$ cat config.mk
export PLATFORM = sky130hd
export DESIGN_NAME = caching_lock_manager_top
export DESIGN_NICKNAME = d
export VERILOG_FILES = /design/src/rtl/core/clm_pkg.sv /design/src/rtl/core/clm_ctrl.sv /design/src/rtl/core/clm_datapath.sv /design/src/rtl/core/caching_lock_manager_top.sv
export SDC_FILE = /design/constraint.sdc
export NUM_CORES = 1
export LEC_CHECK = 0
export ABC_AREA = 1
export BUFFER_PORTS_ARGS = -buffer_cell sky130_fd_sc_hd__buf_4
export CAP_MARGIN = 15
export CELL_PAD_IN_SITES_DETAIL_PLACEMENT = 1
export CELL_PAD_IN_SITES_GLOBAL_PLACEMENT = 2
export CORE_MARGIN = 4
export CORE_UTILIZATION = 48
export CTS_BUF_LIST = sky130_fd_sc_hd__clkbuf_8
export DETAILED_ROUTE_END_ITERATION = 8
export PLACE_DENSITY_LB_ADDON = 0.1
export SYNTH_ARGS = -nofsm -noshare
export SYNTH_HDL_FRONTEND = slang
export SYNTH_SLANG_ARGS = --single-unit
$ cat constraint.sdc
create_clock -name clk -period 7.8 [get_ports clk]
set_input_delay 1.56 -clock clk [delete_from_list [all_inputs] [get_ports clk]]
set_output_delay 1.56 -clock clk [all_outputs]
set_load 0.005 [all_outputs]
$ cat src/rtl/core/clm_pkg.sv
package clm_pkg;

    // Per-lock mode as kept in the lock table
    typedef enum logic [1:0] {
        MODE_FREE      = 2'd0,
        MODE_LOCKED    = 2'd1,
        MODE_EXPECTING = 2'd2
    } lock_mode_t;

    // Result status codes
    typedef enum logic [1:0] {
        STATUS_OK    = 2'd0,
        STATUS_RETRY = 2'd1,
        STATUS_ERROR = 2'd2
    } status_t;

    // Outgoing message kinds
    typedef enum logic [1:0] {
        MSG_NONE   = 2'd0,
        MSG_REVOKE = 2'd1,
        MSG_RETRY  = 2'd2
    } msg_kind_t;

    // Controller states
    typedef enum logic [1:0] {
        CS_CLEAR,
        CS_IDLE,
        CS_LOOKUP,
        CS_DECIDE
    } ctl_state_t;

    // Commands from controller to datapath
    typedef struct packed {
        logic clear;
        logic accept;
        logic lookup;
        logic decide;
    } ctl_cmd_t;

    // Status from datapath to controller
    typedef struct packed {
        logic clear_last;
        logic out_busy;
    } dp_status_t;

endpackage

$ cat src/rtl/core/clm_ctrl.sv
module clm_ctrl
    import clm_pkg::*;
(
    input  logic       clk,
    input  logic       rst_n,
    input  logic       in_valid,
    input  dp_status_t dp_status,
    output ctl_cmd_t   cmd,
    output logic       in_ready
);

    ctl_state_t state_reg;
    ctl_state_t state_next;

    // Hold the state
    always_ff @(posedge clk or negedge rst_n)
    begin
        if (!rst_n)
        begin
            state_reg <= CS_CLEAR;
        end
        else
        begin
            state_reg <= state_next;
        end
    end

    // Advance through clear, idle, lookup and decide
    always_comb
    begin
        state_next = state_reg;
        unique case (state_reg)
            CS_CLEAR:
            begin
                if (dp_status.clear_last)
                begin
                    state_next = CS_IDLE;
                end
            end
            CS_IDLE:
            begin
                if (in_valid)
                begin
                    state_next = CS_LOOKUP;
                end
            end
            CS_LOOKUP:
            begin
                state_next = CS_DECIDE;
            end
            CS_DECIDE:
            begin
                if (!dp_status.out_busy)
                begin
                    state_next = CS_IDLE;
                end
            end
            default:
            begin
                state_next = CS_CLEAR;
            end
        endcase
    end

    // Drive datapath commands
    always_comb
    begin
        cmd        = '0;
        in_ready   = 1'b0;
        unique case (state_reg)
            CS_CLEAR:
            begin
                cmd.clear = 1'b1;
            end
            CS_IDLE:
            begin
                in_ready   = 1'b1;
                cmd.accept = in_valid;
            end
            CS_LOOKUP:
            begin
                cmd.lookup = 1'b1;
            end
            CS_DECIDE:
            begin
                cmd.decide = !dp_status.out_busy;
            end
            default:
            begin
                cmd = '0;
            end
        endcase
    end

endmodule

$ cat src/rtl/core/clm_datapath.sv
module clm_datapath
    import clm_pkg::*;
#(
    parameter int NUM_LOCKS   = 16,
    parameter int NUM_CLIENTS = 8,
    parameter int QUEUE_DEPTH = 8,
    localparam int LOCK_W = (NUM_LOCKS > 1) ? $clog2(NUM_LOCKS) : 1,
    localparam int CLI_W  = (NUM_CLIENTS > 1) ? $clog2(NUM_CLIENTS) : 1
)
(
    input  logic              clk,
    input  logic              rst_n,
    input  ctl_cmd_t          cmd,
    output dp_status_t        dp_status,
    input  logic              operation,
    input  logic [LOCK_W-1:0] lock_index,
    input  logic [CLI_W-1:0]  client_number,
    output logic [1:0]        status,
    output logic [1:0]        message_kind,
    output logic [CLI_W-1:0]  message_client,
    output logic [LOCK_W-1:0] message_lock,
    output logic              out_valid,
    input  logic              out_ready
);

    localparam int HEAD_W = (QUEUE_DEPTH > 1) ? $clog2(QUEUE_DEPTH) : 1;
    localparam int CNT_W  = $clog2(QUEUE_DEPTH + 1);
    localparam int ENT_W  = 2 + CLI_W + 1 + HEAD_W + CNT_W;
    localparam int WAIT_DEPTH = NUM_LOCKS * QUEUE_DEPTH;
    localparam int WADDR_W = (WAIT_DEPTH > 1) ? $clog2(WAIT_DEPTH) : 1;
    localparam logic [WADDR_W-1:0] QD_ADDR = WADDR_W'(QUEUE_DEPTH);
    localparam logic [CNT_W:0] QD_SUM = (CNT_W + 1)'(QUEUE_DEPTH);
    localparam logic [CNT_W-1:0] QD_CNT = CNT_W'(QUEUE_DEPTH);
    localparam logic [HEAD_W-1:0] HEAD_LAST = HEAD_W'(QUEUE_DEPTH - 1);

    // Lock table and per-lock wait queues
    logic [ENT_W-1:0] lock_mem [NUM_LOCKS];
    logic [CLI_W-1:0] wait_mem [WAIT_DEPTH];

    logic [LOCK_W-1:0] clr_cnt_reg;
    logic              req_op_reg;
    logic [LOCK_W-1:0] req_lock_reg;
    logic [CLI_W-1:0]  req_client_reg;
    logic [ENT_W-1:0]  lock_rd_reg;
    logic [CLI_W-1:0]  wait_rd_reg;

    logic              out_valid_reg;
    logic [1:0]        status_reg;
    logic [1:0]        kind_reg;
    logic [CLI_W-1:0]  dest_reg;
    logic [LOCK_W-1:0] msg_lock_reg;

    // Fields of the entry read for this request
    logic [1:0]        ent_mode;
    logic [CLI_W-1:0]  ent_holder;
    logic              ent_revoke;
    logic [HEAD_W-1:0] ent_head;
    logic [CNT_W-1:0]  ent_count;

    // Decision results
    logic [1:0]        new_mode;
    logic [CLI_W-1:0]  new_holder;
    logic              new_revoke;
    logic [HEAD_W-1:0] new_head;
    logic [CNT_W-1:0]  new_count;
    logic              wr_lock;
    logic              wr_wait;
    status_t           dec_status;
    msg_kind_t         dec_kind;
    logic [CLI_W-1:0]  dec_dest;

    logic              req_ok;
    logic              queue_full;
    logic [CNT_W:0]    tail_sum;
    logic [HEAD_W-1:0] tail_slot;
    logic [HEAD_W-1:0] head_inc;
    logic [WADDR_W-1:0] wait_rd_addr;
    logic [WADDR_W-1:0] wait_wr_addr;
    logic [LOCK_W-1:0] lock_wr_addr;
    logic [ENT_W-1:0]  lock_wr_data;

    assign ent_count  = lock_rd_reg[CNT_W-1:0];
    assign ent_head   = lock_rd_reg[CNT_W +: HEAD_W];
    assign ent_revoke = lock_rd_reg[CNT_W + HEAD_W];
    assign ent_holder = lock_rd_reg[CNT_W + HEAD_W + 1 +: CLI_W];
    assign ent_mode   = lock_rd_reg[ENT_W-1 -: 2];

    // Sweep the lock table after reset
    always_ff @(posedge clk or negedge rst_n)
    begin
        if (!rst_n)
        begin
            clr_cnt_reg <= '0;
        end
        else if (cmd.clear)
        begin
            clr_cnt_reg <= clr_cnt_reg + 1'b1;
        end
    end

    assign dp_status.clear_last = (clr_cnt_reg == LOCK_W'(NUM_LOCKS - 1));
    assign dp_status.out_busy   = out_valid_reg && !out_ready;

    // Capture the request beat and read its lock entry
    always_ff @(posedge clk)
    begin
        if (cmd.accept)
        begin
            req_op_reg     <= operation;
            req_lock_reg   <= lock_index;
            req_client_reg <= client_number;
            lock_rd_reg    <= lock_mem[lock_index];
        end
    end

    // Queue slot arithmetic
    assign tail_sum  = (CNT_W + 1)'(ent_head) + (CNT_W + 1)'(ent_count);
    assign tail_slot = (tail_sum >= QD_SUM) ? HEAD_W'(tail_sum - QD_SUM) : HEAD_W'(tail_sum);
    assign head_inc  = (ent_head == HEAD_LAST) ? '0 : ent_head + 1'b1;
    assign wait_rd_addr = WADDR_W'(req_lock_reg) * QD_ADDR + WADDR_W'(ent_head);
    assign wait_wr_addr = WADDR_W'(req_lock_reg) * QD_ADDR + WADDR_W'(tail_slot);

    // Read the queue head slot, write an enqueued client
    always_ff @(posedge clk)
    begin
        if (cmd.lookup)
        begin
            wait_rd_reg <= wait_mem[wait_rd_addr];
        end
        if (cmd.decide && wr_wait)
        begin
            wait_mem[wait_wr_addr] <= req_client_reg;
        end
    end

    assign req_ok = ({1'b0, req_lock_reg} < (LOCK_W + 1)'(NUM_LOCKS))
                 && ({1'b0, req_client_reg} < (CLI_W + 1)'(NUM_CLIENTS));
    assign queue_full = (ent_count >= QD_CNT);

    // Decide the lock transition for this request
    always_comb
    begin
        new_mode   = ent_mode;
        new_holder = ent_holder;
        new_revoke = ent_revoke;
        new_head   = ent_head;
        new_count  = ent_count;
        wr_lock    = 1'b0;
        wr_wait    = 1'b0;
        dec_status = STATUS_ERROR;
        dec_kind   = MSG_NONE;
        dec_dest   = '0;
        if (req_ok)
        begin
            if (!req_op_reg)
            begin
                unique case (ent_mode)
                    MODE_FREE:
                    begin
                        new_mode   = MODE_LOCKED;
                        new_holder = req_client_reg;
                        new_revoke = 1'b0;
                        wr_lock    = 1'b1;
                        dec_status = STATUS_OK;
                    end
                    MODE_EXPECTING:
                    begin
                        if (ent_holder == req_client_reg)
                        begin
                            new_mode   = MODE_LOCKED;
                            wr_lock    = 1'b1;
                            dec_status = STATUS_OK;
                            if (ent_revoke)
                            begin
                                dec_kind = MSG_REVOKE;
                                dec_dest = ent_holder;
                            end
                        end
                        else if (!queue_full)
                        begin
                            new_count  = ent_count + 1'b1;
                            new_revoke = 1'b1;
                            wr_lock    = 1'b1;
                            wr_wait    = 1'b1;
                            dec_status = STATUS_RETRY;
                        end
                    end
                    MODE_LOCKED:
                    begin
                        if (ent_holder != req_client_reg && !queue_full)
                        begin
                            new_count  = ent_count + 1'b1;
                            wr_lock    = 1'b1;
                            wr_wait    = 1'b1;
                            dec_status = STATUS_RETRY;
                            if (!ent_revoke)
                            begin
                                new_revoke = 1'b1;
                                dec_kind   = MSG_REVOKE;
                                dec_dest   = ent_holder;
                            end
                        end
                    end
                    default:
                    begin
                        dec_status = STATUS_ERROR;
                    end
                endcase
            end
            else if (ent_mode == MODE_LOCKED && ent_holder == req_client_reg)
            begin
                wr_lock    = 1'b1;
                dec_status = STATUS_OK;
                if (ent_count == '0)
                begin
                    new_mode   = MODE_FREE;
                    new_holder = '0;
                    new_revoke = 1'b0;
                end
                else
                begin
                    new_mode   = MODE_EXPECTING;
                    new_holder = wait_rd_reg;
                    new_head   = head_inc;
                    new_count  = ent_count - 1'b1;
                    new_revoke = (ent_count != CNT_W'(1));
                    dec_kind   = MSG_RETRY;
                    dec_dest   = wait_rd_reg;
                end
            end
        end
    end

    // Write back the entry, or the reset entry while clearing
    assign lock_wr_addr = cmd.clear ? clr_cnt_reg : req_lock_reg;
    assign lock_wr_data = cmd.clear ? '0
                        : {new_mode, new_holder, new_revoke, new_head, new_count};

    always_ff @(posedge clk)
    begin
        if (cmd.clear || (cmd.decide && wr_lock))
        begin
            lock_mem[lock_wr_addr] <= lock_wr_data;
        end
    end

    // Hold the result beat until taken
    always_ff @(posedge clk or negedge rst_n)
    begin
        if (!rst_n)
        begin
            out_valid_reg <= 1'b0;
        end
        else if (cmd.decide)
        begin
            out_valid_reg <= 1'b1;
        end
        else if (out_ready)
        begin
            out_valid_reg <= 1'b0;
        end
    end

    always_ff @(posedge clk)
    begin
        if (cmd.decide)
        begin
            status_reg   <= dec_status;
            kind_reg     <= dec_kind;
            dest_reg     <= (dec_kind != MSG_NONE) ? dec_dest : '0;
            msg_lock_reg <= (dec_kind != MSG_NONE) ? req_lock_reg : '0;
        end
    end

    assign out_valid      = out_valid_reg;
    assign status         = status_reg;
    assign message_kind   = kind_reg;
    assign message_client = dest_reg;
    assign message_lock   = msg_lock_reg;

endmodule

$ cat src/rtl/core/caching_lock_manager_top.sv
// Lock table manager with per-lock wait queues.
// Each request reads its lock entry as it is taken, then its queue head, then
// is decided and written back, all through single-port table memories; a
// waiting result beat stalls the decide step. No new request is taken until
// the last is decided. Reset: asynchronous, active low; a clearing pass then
// frees every lock, and no request is taken until it ends.
module caching_lock_manager_top
    import clm_pkg::*;
#(
    parameter int NUM_LOCKS   = 16,
    parameter int NUM_CLIENTS = 8,
    parameter int QUEUE_DEPTH = 8,
    localparam int LOCK_W = (NUM_LOCKS > 1) ? $clog2(NUM_LOCKS) : 1,
    localparam int CLI_W  = (NUM_CLIENTS > 1) ? $clog2(NUM_CLIENTS) : 1
)
(
    input  logic              clk,
    input  logic              rst_n,
    input  logic              in_valid,
    output logic              in_ready,
    input  logic              operation,
    input  logic [LOCK_W-1:0] lock_index,
    input  logic [CLI_W-1:0]  client_number,
    output logic              out_valid,
    input  logic              out_ready,
    output logic [1:0]        status,
    output logic [1:0]        message_kind,
    output logic [CLI_W-1:0]  message_client,
    output logic [LOCK_W-1:0] message_lock
);

    ctl_cmd_t   cmd;
    dp_status_t dp_status;

    // Sequence each request
    clm_ctrl u_ctrl (
        .clk       (clk),
        .rst_n     (rst_n),
        .in_valid  (in_valid),
        .dp_status (dp_status),
        .cmd       (cmd),
        .in_ready  (in_ready)
    );

    // Lock table, queues and result register
    clm_datapath #(
        .NUM_LOCKS   (NUM_LOCKS),
        .NUM_CLIENTS (NUM_CLIENTS),
        .QUEUE_DEPTH (QUEUE_DEPTH)
    ) u_datapath (
        .clk            (clk),
        .rst_n          (rst_n),
        .cmd            (cmd),
        .dp_status      (dp_status),
        .operation      (operation),
        .lock_index     (lock_index),
        .client_number  (client_number),
        .status         (status),
        .message_kind   (message_kind),
        .message_client (message_client),
        .message_lock   (message_lock),
        .out_valid      (out_valid),
        .out_ready      (out_ready)
    );

    // One request in flight at a time
    assert property (@(posedge clk) disable iff (!rst_n)
        (in_valid && in_ready) |=> !in_ready)
    else $error("request taken while another is in flight");

    // Hold a waiting result beat unchanged until taken
    assert property (@(posedge clk) disable iff (!rst_n)
        (out_valid && !out_ready)
            |=> (out_valid && $stable(status) && $stable(message_kind)
                 && $stable(message_client) && $stable(message_lock)))
    else $error("result beat dropped or changed while waiting");

    // Errors never carry a message
    assert property (@(posedge clk) disable iff (!rst_n)
        (out_valid && status == STATUS_ERROR) |-> (message_kind == MSG_NONE))
    else $error("error result carries a message");

    // Message fields are zero when no message goes out
    assert property (@(posedge clk) disable iff (!rst_n)
        (out_valid && message_kind == MSG_NONE)
            |-> (message_client == '0 && message_lock == '0))
    else $error("message fields set without a message");

endmodule
==> results.py, run 1 <==
metrics = {
    "routing": {
        "drc": 0,
        "detailedRoute.firstPassIterationCount": 5,
        "detail-route-antenna-nets": 0,
        "routed_wire_length_per_instance_um": 21.8,
        "route.final.wire_length_mm": 73.4,
        "route.detailed.vias_per_inst": 5.42,
        "detailroute.via_count": 18300,
        "detail_route.iter0.violations": 1080,
    },
    "sta": {
        "total_count_of_hold_check_failures_in_the_final_report": 0,
        "fin_setup_tns_ps": 0,
        "post-route-worst-setup-slack_ps": 3390,
        "min_period_over_period": 0.566,
        "grt_setup_unrepaired": "false",
        "report.final.slew_viol_count": 0,
        "finalCriticalPeriod_ps": 4410,
        "maxSlewHeadroom": 0.239,
        "final.setup_skew_ps": 31.2,
        "fmax_ghz": 0.227,
        "worst_slew_pin_slew_ps": 1140,
        "setup_violations": 0,
    },
    "critical_path": {
        "timing.reg2reg.worst_path_depth": 10,
        "setup.worst_path.class": "reg -> reg",
        "most_used_cell_along_the_critical_path": "sky130_fd_sc_hd__buf_4",
        "cp_slowest_stage_delay_ps": 760,
        "path_cells": "buf_4 -> inv_2 -> buf_4 -> fa_1 -> xnor2_1 -> xor2_1 -> nand2_1 -> inv_1 -> nand3_1 -> nor2_1",
        "end_kind": "flip-flop",
        "critPathSlowestCell": "sky130_fd_sc_hd__nand3_1",
        "path_max_fanout": 68,
        "worst_ep_arrival_time_ps": 4760,
        "setup.worst_path.start_class": "flip-flop",
        "timing.critical_path.required_ps": 8140,
    },
    "clock_tree": {
        "clk_pin_slew_worst_paths_ps": 60,
        "cts_max_level": 3,
        "numClockSinks": 634,
        "cts_hold_buf": 0,
        "clk_lat_worst_skew_ps": 710,
        "clock_tree_from_tritoncts": "done",
        "cts.path.max_buffers": 3,
        "gates_resized_cts_repair": 0,
        "clk_root_buffer_cell": "sky130_fd_sc_hd__clkbuf_8",
        "number_of_setup_buffers_added_after_cts": 0,
        "cts_buffers": 106,
    },
    "power": {
        "p_seq_frac": 0.492,
        "switching_power_uw": 2550,
        "total_leakage_power_uw": 0.0116,
        "internal_power_uw": 5980,
        "sw_frac_of_total": 0.299,
        "powerDensity_nw_per_um2": 281,
        "portion_of_total_power_attributed_to_combinational_logic": 0.171,
        "vdd.ir_drop.worst_mv": 0.189,
        "power_frac_clock": 0.337,
    },
    "place": {
        "dpl.hpwl_mm": 44.1,
        "placed_cell_area_um2": 28300,
        "gp_routability_congestion": 0.806,
        "numPlacedInstances": 3181,
        "port_buffers": 24,
        "place_worst_setup_slack_ps": 3410,
    },
    "synth": {
        "synth.most_common_cell": "sky130_fd_sc_hd__edfxtp_1",
        "synthesis.area_um2": 27300,
        "synthesis.yosys.warnings": 0,
        "synth_enable_flop_cells": 627,
        "synth_commonest_cells": "627 x sky130_fd_sc_hd__edfxtp_1, 613 x sky130_fd_sc_hd__nand2_1, 259 x sky130_fd_sc_hd__nor2_1",
        "ff_latch_count_synth": 634,
        "yosys.area.top_type_share": 0.689,
        "mappedNetlistNets": 2520,
        "syn_area_per_cell_um2": 11.0,
        "synthDistinctLibCells": 29,
        "dominantRegCellSynth": "sky130_fd_sc_hd__edfxtp_1",
        "netlist_top_cells_area": "sky130_fd_sc_hd__edfxtp_1 69%, sky130_fd_sc_hd__nand2_1 8.4%, sky130_fd_sc_hd__nand3_1 4.4%, sky130_fd_sc_hd__nor2_1 3.6%, sky130_fd_sc_hd__inv_1 3.3%",
        "synth_top_cell_by_area": "sky130_fd_sc_hd__edfxtp_1",
        "fraction_of_synthesis_flops_using_an_asynchronous_set_or_reset_pin": 0.0110,
        "post_synth_inst_count": 2491,
        "ys_seq_area_frac": 0.695,
    },
    "grt": {
        "grt_antenna_before_repair": 1,
        "grt_max_degree": 117,
        "grt.met2_usage": 0.430,
        "number_of_global_route_vias_before_repair": 19700,
        "globalRouteOverflowTotal": 0,
        "grt.met1_usage": 0.300,
        "grt_util_all_layers": 0.244,
        "gr-usage-met3": 0.0481,
        "grt_pass1_wl_mm": 113,
        "grt-busiest-layer": "met2",
    },
    "worst_hold_path": {
        "hold_depth": 2,
        "worstHoldPathType": "reg -> reg",
    },
    "layout": {
        "layout.cells.non_filler": 3373,
        "num-nets-final": 2563,
        "final_area_um2": 30400,
        "area_growth_syn_to_layout_pct": 11.1,
        "largest_reg_flops": 384,
        "layout_cells_sized_above_1": 0.0868,
    },
    "floorplan": {
        "die_width_um": 247,
        "die_area_um2": 60800,
        "placeable_core_area_um2": 56400,
        "initial_core_util": 0.485,
        "rows": 87,
        "boundaryPins": 25,
        "die-height_um": 247,
    },
    "flow_run": {
        "max_cap_viols": 0,
    },
    "outcome": {
        "status": "finished, final reports clean",
    },
}
==> power by group through the flow <==
stage          clock network (uW)  logic, uW  registers [uW]
2_1_floorplan                   0        829            4280
3_3_place_gp                    0       1420            4260
3_5_place_dp                    0       1470            4270
4_1_cts                      2940       1480            4200
5_1_grt                      3110       1630            4210
6_report                     2870       1460            4200
==> per-layer routing <==
metal | vias up | routed length [um]
li1 | 8591 | -
met1 | 9182 | 30000
met2 | 369 | 37500
met3 | 135 | 3320
met4 | 0 | 2610
met5 | - | 0
==> final cells by class <==
type / instances / area (um^2)
inverters: 248 / 936
multi-input cells: 1479 / 6960
flip-flops and latches: 634 / 19000
well taps: 756 / 946
repair buffers: 65 / 488
fillers: 6074 / 26000
clock buffers: 106 / 1460
diodes: 2 / 5.00
clock inverters: 83 / 586
==> worst max-delay path, delay by kind of cell, from the launching register on <==
kind,cells,cell delay [ps]
and+or+nand+nor,3,1420
adders and majority gates,1,530
xor gates and xnor gates,2,510
DFF,1,330
buffers and inverters,4,1210
==> kinds of logic after synthesis <==
kind of cell / share of synthesized area
XOR/XNOR: 0.00224
multiplexers: 0.0190
AO/OA/AOI/OAI: 0.0554
AND/OR/NAND/NOR: 0.168
flip-flops: 0.695
buffers and inverters: 0.0524
adder cells (fa/ha/maj): 0.00806
==> stage by stage <==
step	hold WS, ps	power, uW	utilization
finish	562	8530	0.539
global route	610	8950	0.539
CTS	569	8620	0.539
detailed placement	553	5740	0.502
global placement	515	5680	0.502
floorplan	468	5100	-
==> path summary, 6_finish.rpt <==
kind                       slack (ps)                               endpoint                           startpoint
min reg2reg                       560       u_datapath.out_valid$_DFFE_PN0P_     u_datapath.out_valid$_DFFE_PN0P_
max reg2reg                      3390  u_datapath.wait_mem[123][2]$_DFFE_PP_  u_datapath.lock_rd_reg[5]$_DFFE_PP_
max in group asynchronous        7010  u_datapath.clr_cnt_reg[0]$_DFFE_PN0P_                                rst_n
min in group asynchronous         650       u_datapath.out_valid$_DFFE_PN0P_                                rst_n
max                              3390  u_datapath.wait_mem[123][2]$_DFFE_PP_  u_datapath.lock_rd_reg[5]$_DFFE_PP_
min                               560       u_datapath.out_valid$_DFFE_PN0P_     u_datapath.out_valid$_DFFE_PN0P_
==> cells in the final DEF (no fill, tap or decap), drive strengths merged <==
cell      count
a31oi         3
nor2        260
a211oi        1
a21boi        1
clkinv       43
bufinv        7
o22ai         1
nand3       244
clkinvlp      9
dfrtp         7
or2           1
clkbuf      106
diode         2
buf          65
xnor2         3
inv         272
nand4         7
o211ai       53
nor3          4
ha           16
fa            1
a21oi        96
o21ai       119
mux2i        52
edfxtp      627
xor2          4
nand2       613
Power figures use the tool's default switching activity.
==> run 2: changes to the inputs <==
--- a/config.mk
+++ b/config.mk
@@ -11,7 +11,7 @@
 export CELL_PAD_IN_SITES_DETAIL_PLACEMENT = 1
 export CELL_PAD_IN_SITES_GLOBAL_PLACEMENT = 2
 export CORE_MARGIN = 4
-export CORE_UTILIZATION = 48
+export CORE_UTILIZATION = 45
 export CTS_BUF_LIST = sky130_fd_sc_hd__clkbuf_8
 export DETAILED_ROUTE_END_ITERATION = 8
 export PLACE_DENSITY_LB_ADDON = 0.1
==> constraint.sdc (replaced) <==
create_clock -name clk -period 4.55 [get_ports clk]
set_input_delay 0.91 -clock clk [delete_from_list [all_inputs] [get_ports clk]]
set_output_delay 0.91 -clock clk [all_outputs]
set_load 0.005 [all_outputs]
==> run 2 against run 1 <==
  * Sequential power increased by 70%
  * Clock power increased by 64%
  * Hold slack got worse by 150 ps
  * Global-route usage decreased by 1.4 points
  * Critical path depth decreased by 1
  * Non-clock buffer count increased by 22
  * Setup slack got worse by 2300 ps
  * Combinational power increased by 73%
  * Clock skew increased by 3.9 ps
  * Via count decreased by 0.65%
  * Final area increased by 0.51%
  * Routed wire length increased by 1.2%
  * Critical endpoint is now u_datapath.wait_mem[127][0]$_DFFE_PP_
==> results.py, run 2 (same netlist as run 1, synthesis figures left out) <==
metrics = {
    "grt": {
        "grt_pass1_wl_mm": 113,
        "grt_max_degree": 195,
        "grt_util_all_layers": 0.231,
        "number_of_global_route_vias_before_repair": 19200,
        "globalRouteOverflowTotal": 0,
        "grt_antenna_before_repair": 1,
    },
    "sta": {
        "setup_violations": 0,
        "finalCriticalPeriod_ps": 3500,
        "grt_setup_unrepaired": "false",
        "total_count_of_hold_check_failures_in_the_final_report": 0,
        "report.final.slew_viol_count": 0,
        "maxSlewHeadroom": 0.203,
        "final.setup_skew_ps": 35.1,
        "worst_slew_pin_slew_ps": 1190,
        "fmax_ghz": 0.286,
        "min_period_over_period": 0.769,
        "fin_setup_tns_ps": 0,
    },
    "floorplan": {
        "die-height_um": 254,
        "initial_core_util": 0.454,
        "rows": 90,
        "placeable_core_area_um2": 60200,
        "die_area_um2": 64800,
        "boundaryPins": 25,
        "die_width_um": 254,
    },
    "clock_tree": {
        "cts.path.max_buffers": 3,
        "cts_max_level": 3,
        "numClockSinks": 634,
        "clock_tree_from_tritoncts": "done",
        "cts_buffers": 105,
        "clk_pin_slew_worst_paths_ps": 60,
        "number_of_setup_buffers_added_after_cts": 0,
        "clk_lat_worst_skew_ps": 700,
        "clk_root_buffer_cell": "sky130_fd_sc_hd__clkbuf_8",
    },
    "routing": {
        "routed_wire_length_per_instance_um": 21.7,
        "detail-route-antenna-nets": 0,
        "detailroute.via_count": 18200,
        "route.detailed.vias_per_inst": 5.31,
        "route.final.wire_length_mm": 74.3,
        "drc": 0,
        "detail_route.iter0.violations": 1091,
        "detailedRoute.firstPassIterationCount": 5,
    },
    "layout": {
        "top_library_cells_by_usage_in_the_layout_fill_and_taps_aside": "627 x sky130_fd_sc_hd__edfxtp_1, 613 x sky130_fd_sc_hd__nand2_1, 281 x sky130_fd_sc_hd__inv_1",
        "num-nets-final": 2584,
        "largest_reg_flops": 384,
        "post-route-util": 0.507,
        "mostFrequentLayoutCell": "sky130_fd_sc_hd__edfxtp_1",
        "area_growth_syn_to_layout_pct": 11.7,
        "layout_cells_sized_above_1": 0.0907,
    },
    "power": {
        "total_leakage_power_uw": 0.0118,
        "vdd.ir_drop.worst_mv": 0.299,
        "powerDensity_nw_per_um2": 471,
    },
    "critical_path": {
        "worst_ep_arrival_time_ps": 3820,
        "end_kind": "flip-flop",
        "path_max_fanout": 16,
        "timing.critical_path.required_ps": 4880,
        "setup.worst_path.class": "reg -> reg",
        "setup.worst_path.start_class": "flip-flop",
    },
    "place": {
        "dpl.hpwl_mm": 43.4,
        "port_buffers": 24,
        "gp_routability_congestion": 0.775,
    },
    "outcome": {
        "status": "finished, final reports clean",
    },
    "flow_run": {
        "max_cap_viols": 0,
    },
    "worst_hold_path": {
        "worstHoldPathType": "in -> reg",
    },
}
[run 2: cell types whose count changed in the layout (fill, tap and decap cells not counted), sizes merged]
cell and delta:
buf +21, inv +12, clkinv -10, clkbuf +5, clkinvlp -5, bufinv -3
diode -1, dlygate4sd3 +1
[run 2: worst paths after layout]
kind | endpoint | slack (ps) | from | cells past startpoint
hold reg to reg | u_datapath.clr_cnt_reg[3]$_DFFE_PN0P_ | 520 | u_datapath.clr_cnt_reg[3]$_DFFE_PN0P_ | 1
setup reg to reg | u_datapath.wait_mem[127][0]$_DFFE_PP_ | 1050 | u_datapath.lock_rd_reg[4]$_DFFE_PP_ | 9
setup / recovery | u_datapath.wait_mem[127][0]$_DFFE_PP_ | 1050 | u_datapath.lock_rd_reg[4]$_DFFE_PP_ | 9
min in group asynchronous | u_datapath.clr_cnt_reg[3]$_DFFE_PN0P_ | 600 | rst_n | 2
max in group asynchronous | u_ctrl.state_reg[1]$_DFFE_PN0P_ | 3820 | rst_n | 2
hold / removal | u_datapath.req_client_reg[0]$_DFFE_PP_ | 410 | client_number[0] | 1
[run 2: area by class of cell]
class	count	area (um^2)
tap	782	978
clock inverter	77	422
clock buffer	111	1530
timing repair buffer	87	697
fill	6430	29700
sequential	634	19000
inverter	248	936
antenna	1	2.50
multi-input combinational	1479	6970
[run 2: power breakdown]
part | leakage (uW) | switching (uW) | internal (uW) | total, uW
registers | 0.00575 | 117 | 7050 | 7160
clock network | 0.00114 | 2250 | 2460 | 4710
logic | 0.00490 | 1880 | 640 | 2520
[run 2: metrics by stage]
stage | std cells | worst slack [ps] | total power (uW) | cell area [um^2] | hold slack, ps
finish | 3419 | 1050 | 14400 | 30500 | 414
global route | 3419 | 791 | 15100 | 30500 | 356
CTS | 3414 | 986 | 14600 | 30500 | 336
detailed placement | 3225 | 998 | 9800 | 28500 | 513
global placement | 3225 | 1130 | 9730 | 28500 | 500
floorplan | 2491 | 408 | 8750 | 27300 | 468
[run 2: routing by layer]
metal,share of wire,up-vias,GRT usage
li1,-,8622,-
met3,0.039,99,0.0378
met4,0.025,0,0.0741
met5,0,-,0
met2,0.51,325,0.406
met1,0.43,9112,0.295
[run 2: critical path, stage by stage, from the launching register on]
cell	delay (ps)
sky130_fd_sc_hd__edfxtp_1	500
sky130_fd_sc_hd__ha_1	210
sky130_fd_sc_hd__inv_1	50
sky130_fd_sc_hd__fa_1	380
sky130_fd_sc_hd__xnor2_1	150
sky130_fd_sc_hd__xor2_1	190
sky130_fd_sc_hd__or2_2	310
sky130_fd_sc_hd__nor2_1	100
sky130_fd_sc_hd__nand2_1	710
sky130_fd_sc_hd__nor2_1	540
[run 2: repair_timing]
action	CTS	global route
endpoints found under the hold margin	7	0
hold buffers	1	0
setup endpoints to repair	0	0
resized for setup	0	0
